**config.mk**
```make
export PLATFORM = sky130hd
export DESIGN_NAME = token_scanner
export DESIGN_NICKNAME = d
export VERILOG_FILES = /design/src/rtl/tsc_pkg.sv /design/src/rtl/tsc_core.sv /design/src/rtl/tsc_fifo.sv /design/src/rtl/token_scanner.sv
export SDC_FILE = /design/constraint.sdc
export NUM_CORES = 2
export LEC_CHECK = 0
export ABC_AREA = 1
export ABC_CLOCK_PERIOD_IN_PS = 4900
export BUFFER_PORTS_ARGS = -buffer_cell sky130_fd_sc_hd__buf_2
export CAP_MARGIN = 20
export CORE_MARGIN = 10
export CORE_UTILIZATION = 65
export CTS_BUF_LIST = sky130_fd_sc_hd__clkbuf_8
export DETAILED_ROUTE_END_ITERATION = 8
export GPL_ROUTABILITY_DRIVEN = 0
export PLACE_DENSITY = 0.88
export SETUP_SLACK_MARGIN = 0.02
export SYNTH_ARGS = -nofsm -noshare
export SYNTH_HDL_FRONTEND = slang
export SYNTH_SLANG_ARGS = --single-unit
```
**constraint.sdc**
```tcl
create_clock -name clk -period 4.9 [get_ports clk]
set_input_delay 0.245 -clock clk [delete_from_list [all_inputs] [get_ports clk]]
set_output_delay 0.245 -clock clk [all_outputs]
set_load 0.02 [all_outputs]
```
**src/rtl/tsc_pkg.sv**
```systemverilog
`timescale 1ns / 1ps
// ----------------------------------------------------------------------------
// tsc_pkg
// Shared constants, token codes, character classes and the token request
// record used by the token scanner modules.
// ----------------------------------------------------------------------------
package tsc_pkg;

    // Parameter defaults.
    localparam int DEF_PREFIX_CHARS  = 8;
    localparam int DEF_MAX_TOKEN_LEN = 255;

    // Fixed field widths.
    localparam int KIND_W = 5;
    localparam int POS_W  = 20;
    localparam int LEN_W  = 8;
    localparam int TEXT_W = 64;
    localparam int INT_W  = 63;
    localparam int ERR_W  = 2;
    localparam int TAB_W  = 5;

    localparam logic [POS_W-1:0] POS_MAX   = {POS_W{1'b1}};
    localparam logic [POS_W-1:0] POS_ONE   = POS_W'(1);
    localparam logic [TAB_W-1:0] TAB_RESET = TAB_W'(4);

    // Result queue depth (power of two, at least two).
    localparam int FIFO_DEPTH = 4;

    // Token kinds.
    localparam logic [KIND_W-1:0] KIND_SYM0    = 5'd6;
    localparam logic [KIND_W-1:0] KIND_IDENT   = 5'd16;
    localparam logic [KIND_W-1:0] KIND_INT     = 5'd17;
    localparam logic [KIND_W-1:0] KIND_FLOAT   = 5'd18;
    localparam logic [KIND_W-1:0] KIND_EOF     = 5'd19;
    localparam logic [KIND_W-1:0] KIND_INVALID = 5'd20;

    // Error codes.
    localparam logic [ERR_W-1:0] ERR_NONE      = 2'd0;
    localparam logic [ERR_W-1:0] ERR_TRAIL_DOT = 2'd1;
    localparam logic [ERR_W-1:0] ERR_INT_RANGE = 2'd2;
    localparam logic [ERR_W-1:0] ERR_BAD_CHAR  = 2'd3;

    // Special characters.
    localparam logic [7:0] CH_NL    = 8'h0A;
    localparam logic [7:0] CH_TAB   = 8'h09;
    localparam logic [7:0] CH_UNDER = 8'h5F;
    localparam logic [7:0] CH_DOT   = 8'h2E;

    // Single-character symbols : ; = + - * / % ( ) in kind order.
    localparam int SYM_COUNT = 10;
    localparam logic [7:0] SYM_CHARS [SYM_COUNT] = '{
        8'h3A, 8'h3B, 8'h3D, 8'h2B, 8'h2D, 8'h2A, 8'h2F, 8'h25, 8'h28, 8'h29
    };

    // Keywords let, int, float, bool, true, false; first character lowest.
    // The misspelling "flase" matches none of them and stays an identifier.
    localparam int KW_COUNT = 6;
    localparam int KW_BITS  = 40;
    localparam logic [KW_BITS-1:0] KW_TEXT [KW_COUNT] = '{
        40'h000074656C, 40'h0000746E69, 40'h74616F6C66,
        40'h006C6F6F62, 40'h0065757274, 40'h65736C6166
    };
    localparam logic [2:0] KW_LEN [KW_COUNT] = '{3'd3, 3'd3, 3'd5, 3'd4, 3'd4, 3'd5};

    // Output stream packing, lowest field first.
    localparam int OFS_LINE   = 0;
    localparam int OFS_COL    = OFS_LINE + POS_W;
    localparam int OFS_LEN    = OFS_COL + POS_W;
    localparam int OFS_TEXT   = OFS_LEN + LEN_W;
    localparam int OFS_INT    = OFS_TEXT + TEXT_W;
    localparam int OFS_ERR    = OFS_INT + INT_W;
    localparam int DATA_BITS  = OFS_ERR + ERR_W;
    localparam int M_TDATA_W  = ((DATA_BITS + 7) / 8) * 8;

    typedef struct packed {
        logic [KIND_W-1:0] kind;
        logic [POS_W-1:0]  line;
        logic [POS_W-1:0]  column;
        logic [LEN_W-1:0]  length;
        logic [TEXT_W-1:0] prefix;
        logic [INT_W-1:0]  value;
        logic [ERR_W-1:0]  error;
        logic              last;
    } tsc_result_t;

    // Up to two tokens produced by one byte, the finished token first.
    typedef struct packed {
        logic [1:0]  count;
        tsc_result_t res_first;
        tsc_result_t res_second;
    } tsc_push_t;

    function automatic logic is_alpha(input logic [7:0] c);
        return (c >= 8'h61 && c <= 8'h7A) || (c >= 8'h41 && c <= 8'h5A);
    endfunction

    function automatic logic is_digit(input logic [7:0] c);
        return c >= 8'h30 && c <= 8'h39;
    endfunction

    function automatic logic is_space(input logic [7:0] c);
        return c == 8'h20 || (c >= 8'h09 && c <= 8'h0D);
    endfunction

    function automatic tsc_result_t make_result(
        input logic [KIND_W-1:0] kind,
        input logic [POS_W-1:0]  line,
        input logic [POS_W-1:0]  column,
        input logic [LEN_W-1:0]  length,
        input logic [TEXT_W-1:0] prefix,
        input logic [INT_W-1:0]  value,
        input logic [ERR_W-1:0]  error
    );
        tsc_result_t r;
        r.kind   = kind;
        r.line   = line;
        r.column = column;
        r.length = length;
        r.prefix = prefix;
        r.value  = value;
        r.error  = error;
        r.last   = 1'b0;
        return r;
    endfunction

endpackage

```
**src/rtl/tsc_core.sv**
```systemverilog
`timescale 1ns / 1ps
// ----------------------------------------------------------------------------
// tsc_core
// Scanner state and the per-byte step logic. One registered byte is consumed
// per enabled cycle and yields zero, one or two token requests.
// ----------------------------------------------------------------------------
module tsc_core
    import tsc_pkg::*;
#(
    parameter int PREFIX_CHARS  = DEF_PREFIX_CHARS,
    parameter int MAX_TOKEN_LEN = DEF_MAX_TOKEN_LEN
)
(
    input  logic             clk,
    input  logic             rst_n,
    input  logic             cfg_we,
    input  logic [TAB_W-1:0] cfg_wdata,
    input  logic             step_en,
    input  logic [7:0]       char_code,
    input  logic             end_of_input,
    output tsc_push_t        push
);

    localparam int LEN_BITS = $clog2(MAX_TOKEN_LEN + 1);
    localparam int TXT_BITS = 8 * PREFIX_CHARS;
    localparam int PROD_W   = INT_W + 4;
    localparam logic [LEN_BITS-1:0] LEN_MAX = LEN_BITS'(MAX_TOKEN_LEN);
    localparam logic [LEN_BITS-1:0] LEN_ONE = LEN_BITS'(1);

    localparam logic [1:0] MODE_IDLE   = 2'd0;
    localparam logic [1:0] MODE_IDENT  = 2'd1;
    localparam logic [1:0] MODE_NUMBER = 2'd2;

    logic [TAB_W-1:0]    tab_width_reg;
    logic [1:0]          mode_reg,  mode_next;
    logic [POS_W-1:0]    line_reg,  line_next;
    logic [POS_W-1:0]    col_reg,   col_next;
    logic [POS_W-1:0]    tline_reg, tline_next;
    logic [POS_W-1:0]    tcol_reg,  tcol_next;
    logic [LEN_BITS-1:0] tlen_reg,  tlen_next;
    logic [TXT_BITS-1:0] ttext_reg, ttext_next;
    logic [INT_W-1:0]    acc_reg,   acc_next;
    logic                ovf_reg,   ovf_next;
    logic                dot_reg,   dot_next;
    logic                ewd_reg,   ewd_next;

    logic                c_alpha, c_digit, c_space, c_under, c_dot;
    logic                sym_hit;
    logic [KIND_W-1:0]   sym_kind;
    logic [POS_W-1:0]    col_inc, col_tab, adv_line, adv_col;
    logic [POS_W:0]      tab_sum;
    logic [LEN_BITS-1:0] add_len;
    logic [TXT_BITS-1:0] add_text;
    logic [PROD_W-1:0]   prod;
    logic                acc_ovf;
    logic                kw_found;
    logic [KIND_W-1:0]   kw_kind;
    tsc_result_t         fin_id, fin_num, idle_res, eof_res, dot_res;
    tsc_result_t         res_a, res_b;
    logic [1:0]          cnt;
    logic                run_idle;

    // Character classes of the current byte.
    always_comb
    begin
        c_alpha  = is_alpha(char_code);
        c_digit  = is_digit(char_code);
        c_space  = is_space(char_code);
        c_under  = (char_code == CH_UNDER);
        c_dot    = (char_code == CH_DOT);
        sym_hit  = 1'b0;
        sym_kind = KIND_SYM0;
        for (int i = 0; i < SYM_COUNT; i++)
        begin
            if (!sym_hit && char_code == SYM_CHARS[i])
            begin
                sym_hit  = 1'b1;
                sym_kind = KIND_SYM0 + KIND_W'(i);
            end
        end
    end

    // Position advance over the current byte, saturating.
    always_comb
    begin
        col_inc  = (col_reg != POS_MAX) ? col_reg + POS_ONE : col_reg;
        tab_sum  = {1'b0, col_reg} + (POS_W + 1)'(tab_width_reg);
        col_tab  = (tab_sum > {1'b0, POS_MAX}) ? POS_MAX : tab_sum[POS_W-1:0];
        adv_line = line_reg;
        adv_col  = col_inc;
        if (char_code == CH_NL)
        begin
            adv_line = (line_reg != POS_MAX) ? line_reg + POS_ONE : line_reg;
            adv_col  = POS_ONE;
        end
        else if (char_code == CH_TAB)
        begin
            adv_col = col_tab;
        end
    end

    // Append the byte to the token text and length.
    always_comb
    begin
        add_len  = (tlen_reg != LEN_MAX) ? tlen_reg + LEN_ONE : tlen_reg;
        add_text = ttext_reg;
        for (int i = 0; i < PREFIX_CHARS; i++)
        begin
            if (tlen_reg == LEN_BITS'(i))
            begin
                add_text[8*i +: 8] = char_code;
            end
        end
    end

    // Decimal accumulate; the sum exceeds the signed 64-bit range when any
    // bit above the low 63 is set.
    always_comb
    begin
        prod    = ({4'b0, acc_reg} << 3) + ({4'b0, acc_reg} << 1)
                + PROD_W'(char_code[3:0]);
        acc_ovf = |prod[PROD_W-1:INT_W];
    end

    // Keyword lookup on the stored identifier.
    always_comb
    begin
        kw_found = 1'b0;
        kw_kind  = KIND_IDENT;
        for (int i = 0; i < KW_COUNT; i++)
        begin
            if (!kw_found && tlen_reg == LEN_BITS'(KW_LEN[i])
                && ttext_reg[KW_BITS-1:0] == KW_TEXT[i])
            begin
                kw_found = 1'b1;
                kw_kind  = KIND_W'(i);
            end
        end
    end

    // Candidate tokens.
    always_comb
    begin
        if (kw_found)
        begin
            fin_id = make_result(kw_kind, tline_reg, tcol_reg, '0, '0, '0, ERR_NONE);
        end
        else
        begin
            fin_id = make_result(KIND_IDENT, tline_reg, tcol_reg, LEN_W'(tlen_reg),
                                 TEXT_W'(ttext_reg), '0, ERR_NONE);
        end

        if (ewd_reg)
        begin
            fin_num = make_result(KIND_INVALID, tline_reg, tcol_reg, LEN_W'(tlen_reg),
                                  TEXT_W'(ttext_reg), '0, ERR_TRAIL_DOT);
        end
        else if (dot_reg)
        begin
            fin_num = make_result(KIND_FLOAT, tline_reg, tcol_reg, LEN_W'(tlen_reg),
                                  TEXT_W'(ttext_reg), '0, ERR_NONE);
        end
        else if (ovf_reg)
        begin
            fin_num = make_result(KIND_INVALID, tline_reg, tcol_reg, LEN_W'(tlen_reg),
                                  TEXT_W'(ttext_reg), '0, ERR_INT_RANGE);
        end
        else
        begin
            fin_num = make_result(KIND_INT, tline_reg, tcol_reg, LEN_W'(tlen_reg),
                                  TEXT_W'(ttext_reg), acc_reg, ERR_NONE);
        end

        if (sym_hit)
        begin
            idle_res = make_result(sym_kind, line_reg, col_reg, '0, '0, '0, ERR_NONE);
        end
        else
        begin
            idle_res = make_result(KIND_INVALID, line_reg, col_reg, '0, '0, '0, ERR_BAD_CHAR);
        end

        eof_res = make_result(KIND_EOF, line_reg, col_inc, '0, '0, '0, ERR_NONE);
        dot_res = make_result(KIND_INVALID, tline_reg, tcol_reg, LEN_W'(add_len),
                              TEXT_W'(add_text), '0, ERR_TRAIL_DOT);
    end

    // Step: next state and the tokens of this byte.
    always_comb
    begin
        mode_next  = mode_reg;
        line_next  = line_reg;
        col_next   = col_reg;
        tline_next = tline_reg;
        tcol_next  = tcol_reg;
        tlen_next  = tlen_reg;
        ttext_next = ttext_reg;
        acc_next   = acc_reg;
        ovf_next   = ovf_reg;
        dot_next   = dot_reg;
        ewd_next   = ewd_reg;
        res_a      = '0;
        res_b      = '0;
        cnt        = 2'd0;
        run_idle   = 1'b0;

        if (end_of_input)
        begin
            // Close any open token, then report end of file.
            if (mode_reg == MODE_IDENT)
            begin
                res_a = fin_id;
                cnt   = 2'd1;
            end
            else if (mode_reg == MODE_NUMBER)
            begin
                res_a = fin_num;
                cnt   = 2'd1;
            end
            if (cnt == 2'd0)
            begin
                res_a = eof_res;
            end
            else
            begin
                res_b = eof_res;
            end
            cnt       = cnt + 2'd1;
            mode_next = MODE_IDLE;
            line_next = POS_ONE;
            col_next  = POS_ONE;
        end
        else
        begin
            case (mode_reg)
                MODE_IDENT:
                begin
                    if (c_alpha || c_digit || c_under)
                    begin
                        tlen_next  = add_len;
                        ttext_next = add_text;
                        line_next  = adv_line;
                        col_next   = adv_col;
                    end
                    else
                    begin
                        res_a    = fin_id;
                        cnt      = 2'd1;
                        run_idle = 1'b1;
                    end
                end
                MODE_NUMBER:
                begin
                    if (c_digit)
                    begin
                        if (!dot_reg && !ovf_reg)
                        begin
                            if (acc_ovf)
                            begin
                                ovf_next = 1'b1;
                            end
                            else
                            begin
                                acc_next = prod[INT_W-1:0];
                            end
                        end
                        ewd_next   = 1'b0;
                        tlen_next  = add_len;
                        ttext_next = add_text;
                        line_next  = adv_line;
                        col_next   = adv_col;
                    end
                    else if (c_dot && !ewd_reg)
                    begin
                        tlen_next  = add_len;
                        ttext_next = add_text;
                        line_next  = adv_line;
                        col_next   = adv_col;
                        ewd_next   = 1'b1;
                        if (dot_reg)
                        begin
                            // A second dot closes the literal as invalid.
                            res_a     = dot_res;
                            cnt       = 2'd1;
                            mode_next = MODE_IDLE;
                        end
                        else
                        begin
                            dot_next = 1'b1;
                        end
                    end
                    else
                    begin
                        res_a    = fin_num;
                        cnt      = 2'd1;
                        run_idle = 1'b1;
                    end
                end
                default:
                begin
                    run_idle = 1'b1;
                end
            endcase

            // Between tokens: skip space, open a token or emit a one-byte token.
            if (run_idle)
            begin
                mode_next = MODE_IDLE;
                line_next = adv_line;
                col_next  = adv_col;
                if (c_space)
                begin
                    mode_next = MODE_IDLE;
                end
                else if (c_alpha || c_under || c_digit)
                begin
                    mode_next  = c_digit ? MODE_NUMBER : MODE_IDENT;
                    tline_next = line_reg;
                    tcol_next  = col_reg;
                    tlen_next  = LEN_ONE;
                    ttext_next = TXT_BITS'(char_code);
                    acc_next   = c_digit ? INT_W'(char_code[3:0]) : '0;
                    ovf_next   = 1'b0;
                    dot_next   = 1'b0;
                    ewd_next   = 1'b0;
                end
                else
                begin
                    if (cnt == 2'd0)
                    begin
                        res_a = idle_res;
                    end
                    else
                    begin
                        res_b = idle_res;
                    end
                    cnt = cnt + 2'd1;
                end
            end
        end

        // Mark the last token of this byte.
        if (cnt == 2'd1)
        begin
            res_a.last = 1'b1;
        end
        if (cnt == 2'd2)
        begin
            res_b.last = 1'b1;
        end
    end

    assign push.count      = step_en ? cnt : 2'd0;
    assign push.res_first  = res_a;
    assign push.res_second = res_b;

    // Tab width register.
    always_ff @(posedge clk or negedge rst_n)
    begin
        if (!rst_n)
        begin
            tab_width_reg <= TAB_RESET;
        end
        else if (cfg_we)
        begin
            tab_width_reg <= cfg_wdata;
        end
    end

    // Scanner state.
    always_ff @(posedge clk or negedge rst_n)
    begin
        if (!rst_n)
        begin
            mode_reg  <= MODE_IDLE;
            line_reg  <= POS_ONE;
            col_reg   <= POS_ONE;
            tline_reg <= POS_ONE;
            tcol_reg  <= POS_ONE;
            tlen_reg  <= '0;
            ttext_reg <= '0;
            acc_reg   <= '0;
            ovf_reg   <= 1'b0;
            dot_reg   <= 1'b0;
            ewd_reg   <= 1'b0;
        end
        else if (step_en)
        begin
            mode_reg  <= mode_next;
            line_reg  <= line_next;
            col_reg   <= col_next;
            tline_reg <= tline_next;
            tcol_reg  <= tcol_next;
            tlen_reg  <= tlen_next;
            ttext_reg <= ttext_next;
            acc_reg   <= acc_next;
            ovf_reg   <= ovf_next;
            dot_reg   <= dot_next;
            ewd_reg   <= ewd_next;
        end
    end

endmodule

```
**src/rtl/tsc_fifo.sv**
```systemverilog
`timescale 1ns / 1ps
// ----------------------------------------------------------------------------
// tsc_fifo
// Token queue: takes up to two token requests per cycle, hands out one per
// cycle while popped, and reports room for a full two-token step.
// ----------------------------------------------------------------------------
module tsc_fifo
    import tsc_pkg::*;
(
    input  logic        clk,
    input  logic        rst_n,
    input  tsc_push_t   push,
    input  logic        pop,
    output tsc_result_t head,
    output logic        not_empty,
    output logic        room
);

    localparam int PTR_W = $clog2(FIFO_DEPTH);
    localparam int CNT_W = PTR_W + 1;
    localparam logic [PTR_W-1:0] PTR_ONE = PTR_W'(1);

    tsc_result_t        mem_reg [FIFO_DEPTH];
    logic [PTR_W-1:0]   wr_ptr_reg, wr_ptr_next;
    logic [PTR_W-1:0]   rd_ptr_reg, rd_ptr_next;
    logic [CNT_W-1:0]   count_reg,  count_next;

    assign head      = mem_reg[rd_ptr_reg];
    assign not_empty = (count_reg != '0);
    assign room      = (count_reg <= CNT_W'(FIFO_DEPTH - 2));

    // Pointer and fill bookkeeping.
    always_comb
    begin
        wr_ptr_next = wr_ptr_reg + PTR_W'(push.count);
        rd_ptr_next = (pop && not_empty) ? rd_ptr_reg + PTR_ONE : rd_ptr_reg;
        count_next  = count_reg + CNT_W'(push.count) - CNT_W'(pop && not_empty);
    end

    always_ff @(posedge clk or negedge rst_n)
    begin
        if (!rst_n)
        begin
            wr_ptr_reg <= '0;
            rd_ptr_reg <= '0;
            count_reg  <= '0;
        end
        else
        begin
            wr_ptr_reg <= wr_ptr_next;
            rd_ptr_reg <= rd_ptr_next;
            count_reg  <= count_next;
        end
    end

    // Token storage; the second token lands one slot after the first.
    always_ff @(posedge clk)
    begin
        if (push.count != 2'd0)
        begin
            mem_reg[wr_ptr_reg] <= push.res_first;
        end
        if (push.count == 2'd2)
        begin
            mem_reg[wr_ptr_reg + PTR_ONE] <= push.res_second;
        end
    end

endmodule

```
**src/rtl/token_scanner.sv**
```systemverilog
`timescale 1ns / 1ps
// ----------------------------------------------------------------------------
// token_scanner
// Streaming lexical scanner: source bytes in, tokens with position, text
// prefix, literal value and error code out.
// ----------------------------------------------------------------------------
// The scanner takes one source byte per clock cycle while the output queue has
// room; a byte with tlast set closes the source, flushes any open token and
// adds an end-of-file token, after which line and column restart at 1. A byte
// is registered on entry and scanned once the output queue has room; the scan
// writes its tokens into that queue, whose head drives the master side. A
// token comes from the byte that ends it, normally the byte after its last
// character. Each byte gives zero, one or two tokens; tokens leave through a
// four-entry queue at one per cycle while the master side is ready. A
// registered byte is held, and the slave side stalls behind it, while that
// queue has fewer than two free entries.
// The user writes tab_width through cfg_we/cfg_wdata only while no traffic
// is in flight; the block itself does not enforce this.
// ----------------------------------------------------------------------------
module token_scanner
    import tsc_pkg::*;
#(
    parameter int PREFIX_CHARS  = DEF_PREFIX_CHARS,
    parameter int MAX_TOKEN_LEN = DEF_MAX_TOKEN_LEN
)
(
    input  logic                 clk,
    input  logic                 rst_n,
    input  logic                 s_axis_tvalid,
    output logic                 s_axis_tready,
    input  logic [7:0]           s_axis_tdata,   // char_code
    input  logic                 s_axis_tlast,   // end_of_input
    output logic                 m_axis_tvalid,
    input  logic                 m_axis_tready,
    // start_line, start_column, text_length, text_prefix, int_value,
    // error_code, zero padding
    output logic [M_TDATA_W-1:0] m_axis_tdata,
    output logic [KIND_W-1:0]    m_axis_tuser,   // token_kind
    output logic                 m_axis_tlast,   // last
    input  logic                 cfg_we,
    input  logic [TAB_W-1:0]     cfg_wdata       // tab_width
);

    logic        in_valid_reg;
    logic [7:0]  in_char_reg;
    logic        in_last_reg;
    logic        step_en;
    logic        room;
    tsc_push_t   push;
    tsc_result_t head;

    // The registered byte is scanned once the queue can absorb two tokens.
    assign step_en       = in_valid_reg && room;
    assign s_axis_tready = !in_valid_reg || step_en;

    always_ff @(posedge clk or negedge rst_n)
    begin
        if (!rst_n)
        begin
            in_valid_reg <= 1'b0;
        end
        else if (s_axis_tvalid && s_axis_tready)
        begin
            in_valid_reg <= 1'b1;
        end
        else if (step_en)
        begin
            in_valid_reg <= 1'b0;
        end
    end

    always_ff @(posedge clk)
    begin
        if (s_axis_tvalid && s_axis_tready)
        begin
            in_char_reg <= s_axis_tdata;
            in_last_reg <= s_axis_tlast;
        end
    end

    tsc_core #(
        .PREFIX_CHARS  (PREFIX_CHARS),
        .MAX_TOKEN_LEN (MAX_TOKEN_LEN)
    ) u_core (
        .clk          (clk),
        .rst_n        (rst_n),
        .cfg_we       (cfg_we),
        .cfg_wdata    (cfg_wdata),
        .step_en      (step_en),
        .char_code    (in_char_reg),
        .end_of_input (in_last_reg),
        .push         (push)
    );

    tsc_fifo u_fifo (
        .clk       (clk),
        .rst_n     (rst_n),
        .push      (push),
        .pop       (m_axis_tready),
        .head      (head),
        .not_empty (m_axis_tvalid),
        .room      (room)
    );

    // Pack the head token onto the master side.
    assign m_axis_tuser = head.kind;
    assign m_axis_tlast = head.last;
    assign m_axis_tdata = M_TDATA_W'({head.error, head.value, head.prefix,
                                      head.length, head.column, head.line});

endmodule

```
==> results.cfg <==
[floorplan]
die_w_um = 317
initial_core_util = 0.657
num_io_pins = 211
die_h_um = 317
dieArea_um2 = 100000
rows = 108
core_area_um2 = 87200

[logic_synthesis]
yosysSeqAreaShare = 0.396
synthCells = 8205
synth_compound_area_frac = 0.151
synthXorXnorAreaFrac = 0.0154
synthDistinctLibCells = 61
synth_top_cell_by_area = dfxtp_1
synthArstFlopShare = 0.239
synth.ff_latch_count = 974
synth_top_area_share = 0.189
synth_flop_cell = dfxtp_1
synth_top_family_by_area = simple AND/OR/NAND/NOR gates
synthSimpleGateAreaFrac = 0.319
synth_edf_count = 201
syn_area_per_cell_um2 = 6.98
synth_top_cells_by_area = dfxtp_1, nand2_1, nand3_1
synthAdderAreaFrac = 0.0326
yosys_warnings = 0
netlist_area_um2 = 57300
muxShareOfSynthArea = 0.00116

[setup_path]
critical_path.max_stage_delay_ns = 0.58
worst_setup_path_start_kind = flip-flop
crit_chain = fa_1, ha_1, or2_2, nand3_1, nand2_1, nand2_1, nand2_1, nand2_1, nand2_1, nand2_1, nand2_1, nand2_1, nand2_1, nor2_1, nand4_1, inv_2, buf_4, nor2_1, o21ai_0
cp_slowest_cell = edfxtp_1
crit_path_max_fanout = 29
cp.arrival_ns = 5.24
crit_path_frequent_cell = nand2_1
r2r_cells = 19
critPathCaptureType = flip-flop
worstSetupPathType = flip-flop to flip-flop
crit_required_ns = 5.66

[layout]
final_cell_mix = nand2_1, nand3_1, o21ai_0
final_cell_area_um2 = 61800
largest_reg_flops = 732
fin_util = 0.709
final_layout_size_suffix_gt1_frac = 0.0753
area_delta_synth_final_pct = 7.85
fin_cells = 9372
final_net_count = 8248
final_common_cell = nand2_1

[pwr]
leakage_nw = 27.9
switchingPower_mw = 19.0
clockPowerShare = 0.199
netSwitchingFraction = 0.516
pwr-share-seq = 0.284
pwr_density_cell_nw_per_um2 = 596
p_int_mw = 17.8
comb_power_share = 0.518
peakVddDrop_v = 0.00122

[clocking]
cts_resized = 0
cts_sinks = 974
worstSkewPairLatency_ns = 0.89
hold_buffers = 24
htreeDepth = 4
cts.path.max_buffers = 3
post-cts-setup-buffers = 0
cts_made_buffers = 160
cts_tree = yes
cts_root_buf = clkbuf_8
clk_pin_slew_ns = 0.07

[route]
wl_per_cell_um = 20.5
drtAntennaViolNets = 0
first_iter_violations = 10000
vias = 61600
drc = 0
vias_per_cell = 6.57
wirelength_um = 192000
drt_pass1_iterations = 7

[grt]
grt_max_degree = 223
grt_pass1_vias = 58600
grt_usage = 0.368
antenna_found_initial = 8
gr-total-overflow = 0
grt_pass1_wl_um = 305000

[sta]
maxSlewHeadroom = 0.137
fin_tns_setup_ns = 0
worstMarginPinSlew_ns = 1.29
skew_ns = 0.0442
rsz0062_at_grt = no
drv_slew = 0
fmax_mhz = 223
min_period_ns = 4.49
hold_viol = 0
fin_crit_sh = 0.916
setup_viol = 0

[place]
placed_cell_area_um2 = 58200
dp_hpwl_um = 118000
placed_cells = 9049
portBuffers = 203

[outcome]
status = complete, no violations

[worst_hold_path]
hold_depth = 2
holdCritPathClass = primary input to flip-flop

[job]
cap_violations = 0
power by group through the flow:
stage,logic [mW],clock network [mW],registers [mW]
global route,20.2,7.65,10.6
floorplan,12.8,0,10.1
finish,19.1,7.32,10.5
global placement,17.9,0,10.5
detailed placement,18.3,0,10.6
CTS,18.4,7.30,10.4
cell type report:
class	count	area, um2
Multi-Input combinational cell	6093	30000
Clock inverter	100	572
Antenna cell	2	5.00
Timing Repair Buffer	334	2470
Tap cell	1155	1450
Inverter	519	1970
Fill cell	6901	25400
Clock buffer	195	2680
Sequential cell	974	22700
path summary, 6_finish.rpt:
kind	from	slack (ns)	to
min reg2reg	u_fifo.mem_reg[2][43]$_SDFFE_PP0P_	0.46	u_fifo.mem_reg[2][43]$_SDFFE_PP0P_
max in group asynchronous	rst_n	3.41	u_fifo.rd_ptr_reg[0]$_DFFE_PN0P_
min in group asynchronous	rst_n	0.50	u_core.tab_width_reg[2]$_DFFE_PN1P_
max reg2reg	in_char_reg[3]$_DFFE_PP_	0.41	u_core.acc_reg[21]$_DFFE_PN0P_
max	in_char_reg[3]$_DFFE_PP_	0.41	u_core.acc_reg[21]$_DFFE_PN0P_
min	s_axis_tlast	0.23	in_last_reg$_DFFE_PP_
cell families (layout without fill, tap and decap cells):
| group | after synthesis | in the layout |
|---|---|---|
| compound gates | 1547 | 1547 |
| xor+xnor | 101 | 101 |
| fa+ha+maj | 147 | 147 |
| buf+inv | 1144 | 1148 |
| flops | 974 | 974 |
| mux | 6 | 6 |
| other cells | 1 | 9 |
| simple gates | 4285 | 4285 |
critical path: cells and delay by family, from the launching register on:
family	cells	cell delay, ns
and+or+nand+nor	14	1.80
AOI/OAI and AO/OA	1	0.19
DFF	1	0.58
buffers and inverters	2	0.91
adders and majority gates	2	0.86
stage by stage:
stage                     power [mW]  setup WS [ns]  hold WS, ns
after floorplan                 22.9          0.713      -0.0506
after global placement          28.4          0.749        0.202
after detailed placement        28.8          0.613        0.199
after CTS                       36.1          0.555        0.146
after global routing            38.4          0.132        0.204
final                           36.9          0.414        0.227
routing by layer:
| layer | vias to the layer above | track usage | share of wire |
|---|---|---|---|
| met4 | 12 | 0.221 | 0.057 |
| li1 | 27500 | - | - |
| met2 | 4919 | 0.579 | 0.45 |
| met3 | 969 | 0.0932 | 0.14 |
| met5 | - | 0.000967 | 0.00041 |
| met1 | 28200 | 0.453 | 0.35 |
synth_stat cells (all sizes together) (14+ instances only):
library cell  instances
a21oi               152
a22oi                36
a32oi                18
buf                 237
clkbuf              388
dfrtp               228
dfxtp               540
edfxtp              201
ha                  143
inv                 514
nand2              1978
nand3              1311
nand4                92
nor2                803
nor3                 60
nor4                 18
o2111ai              14
o211ai               47
o21ai               943
o22ai               264
o32ai                18
xnor2                22
xor2                 79
Note: power is estimated with default switching activity, not from simulation.
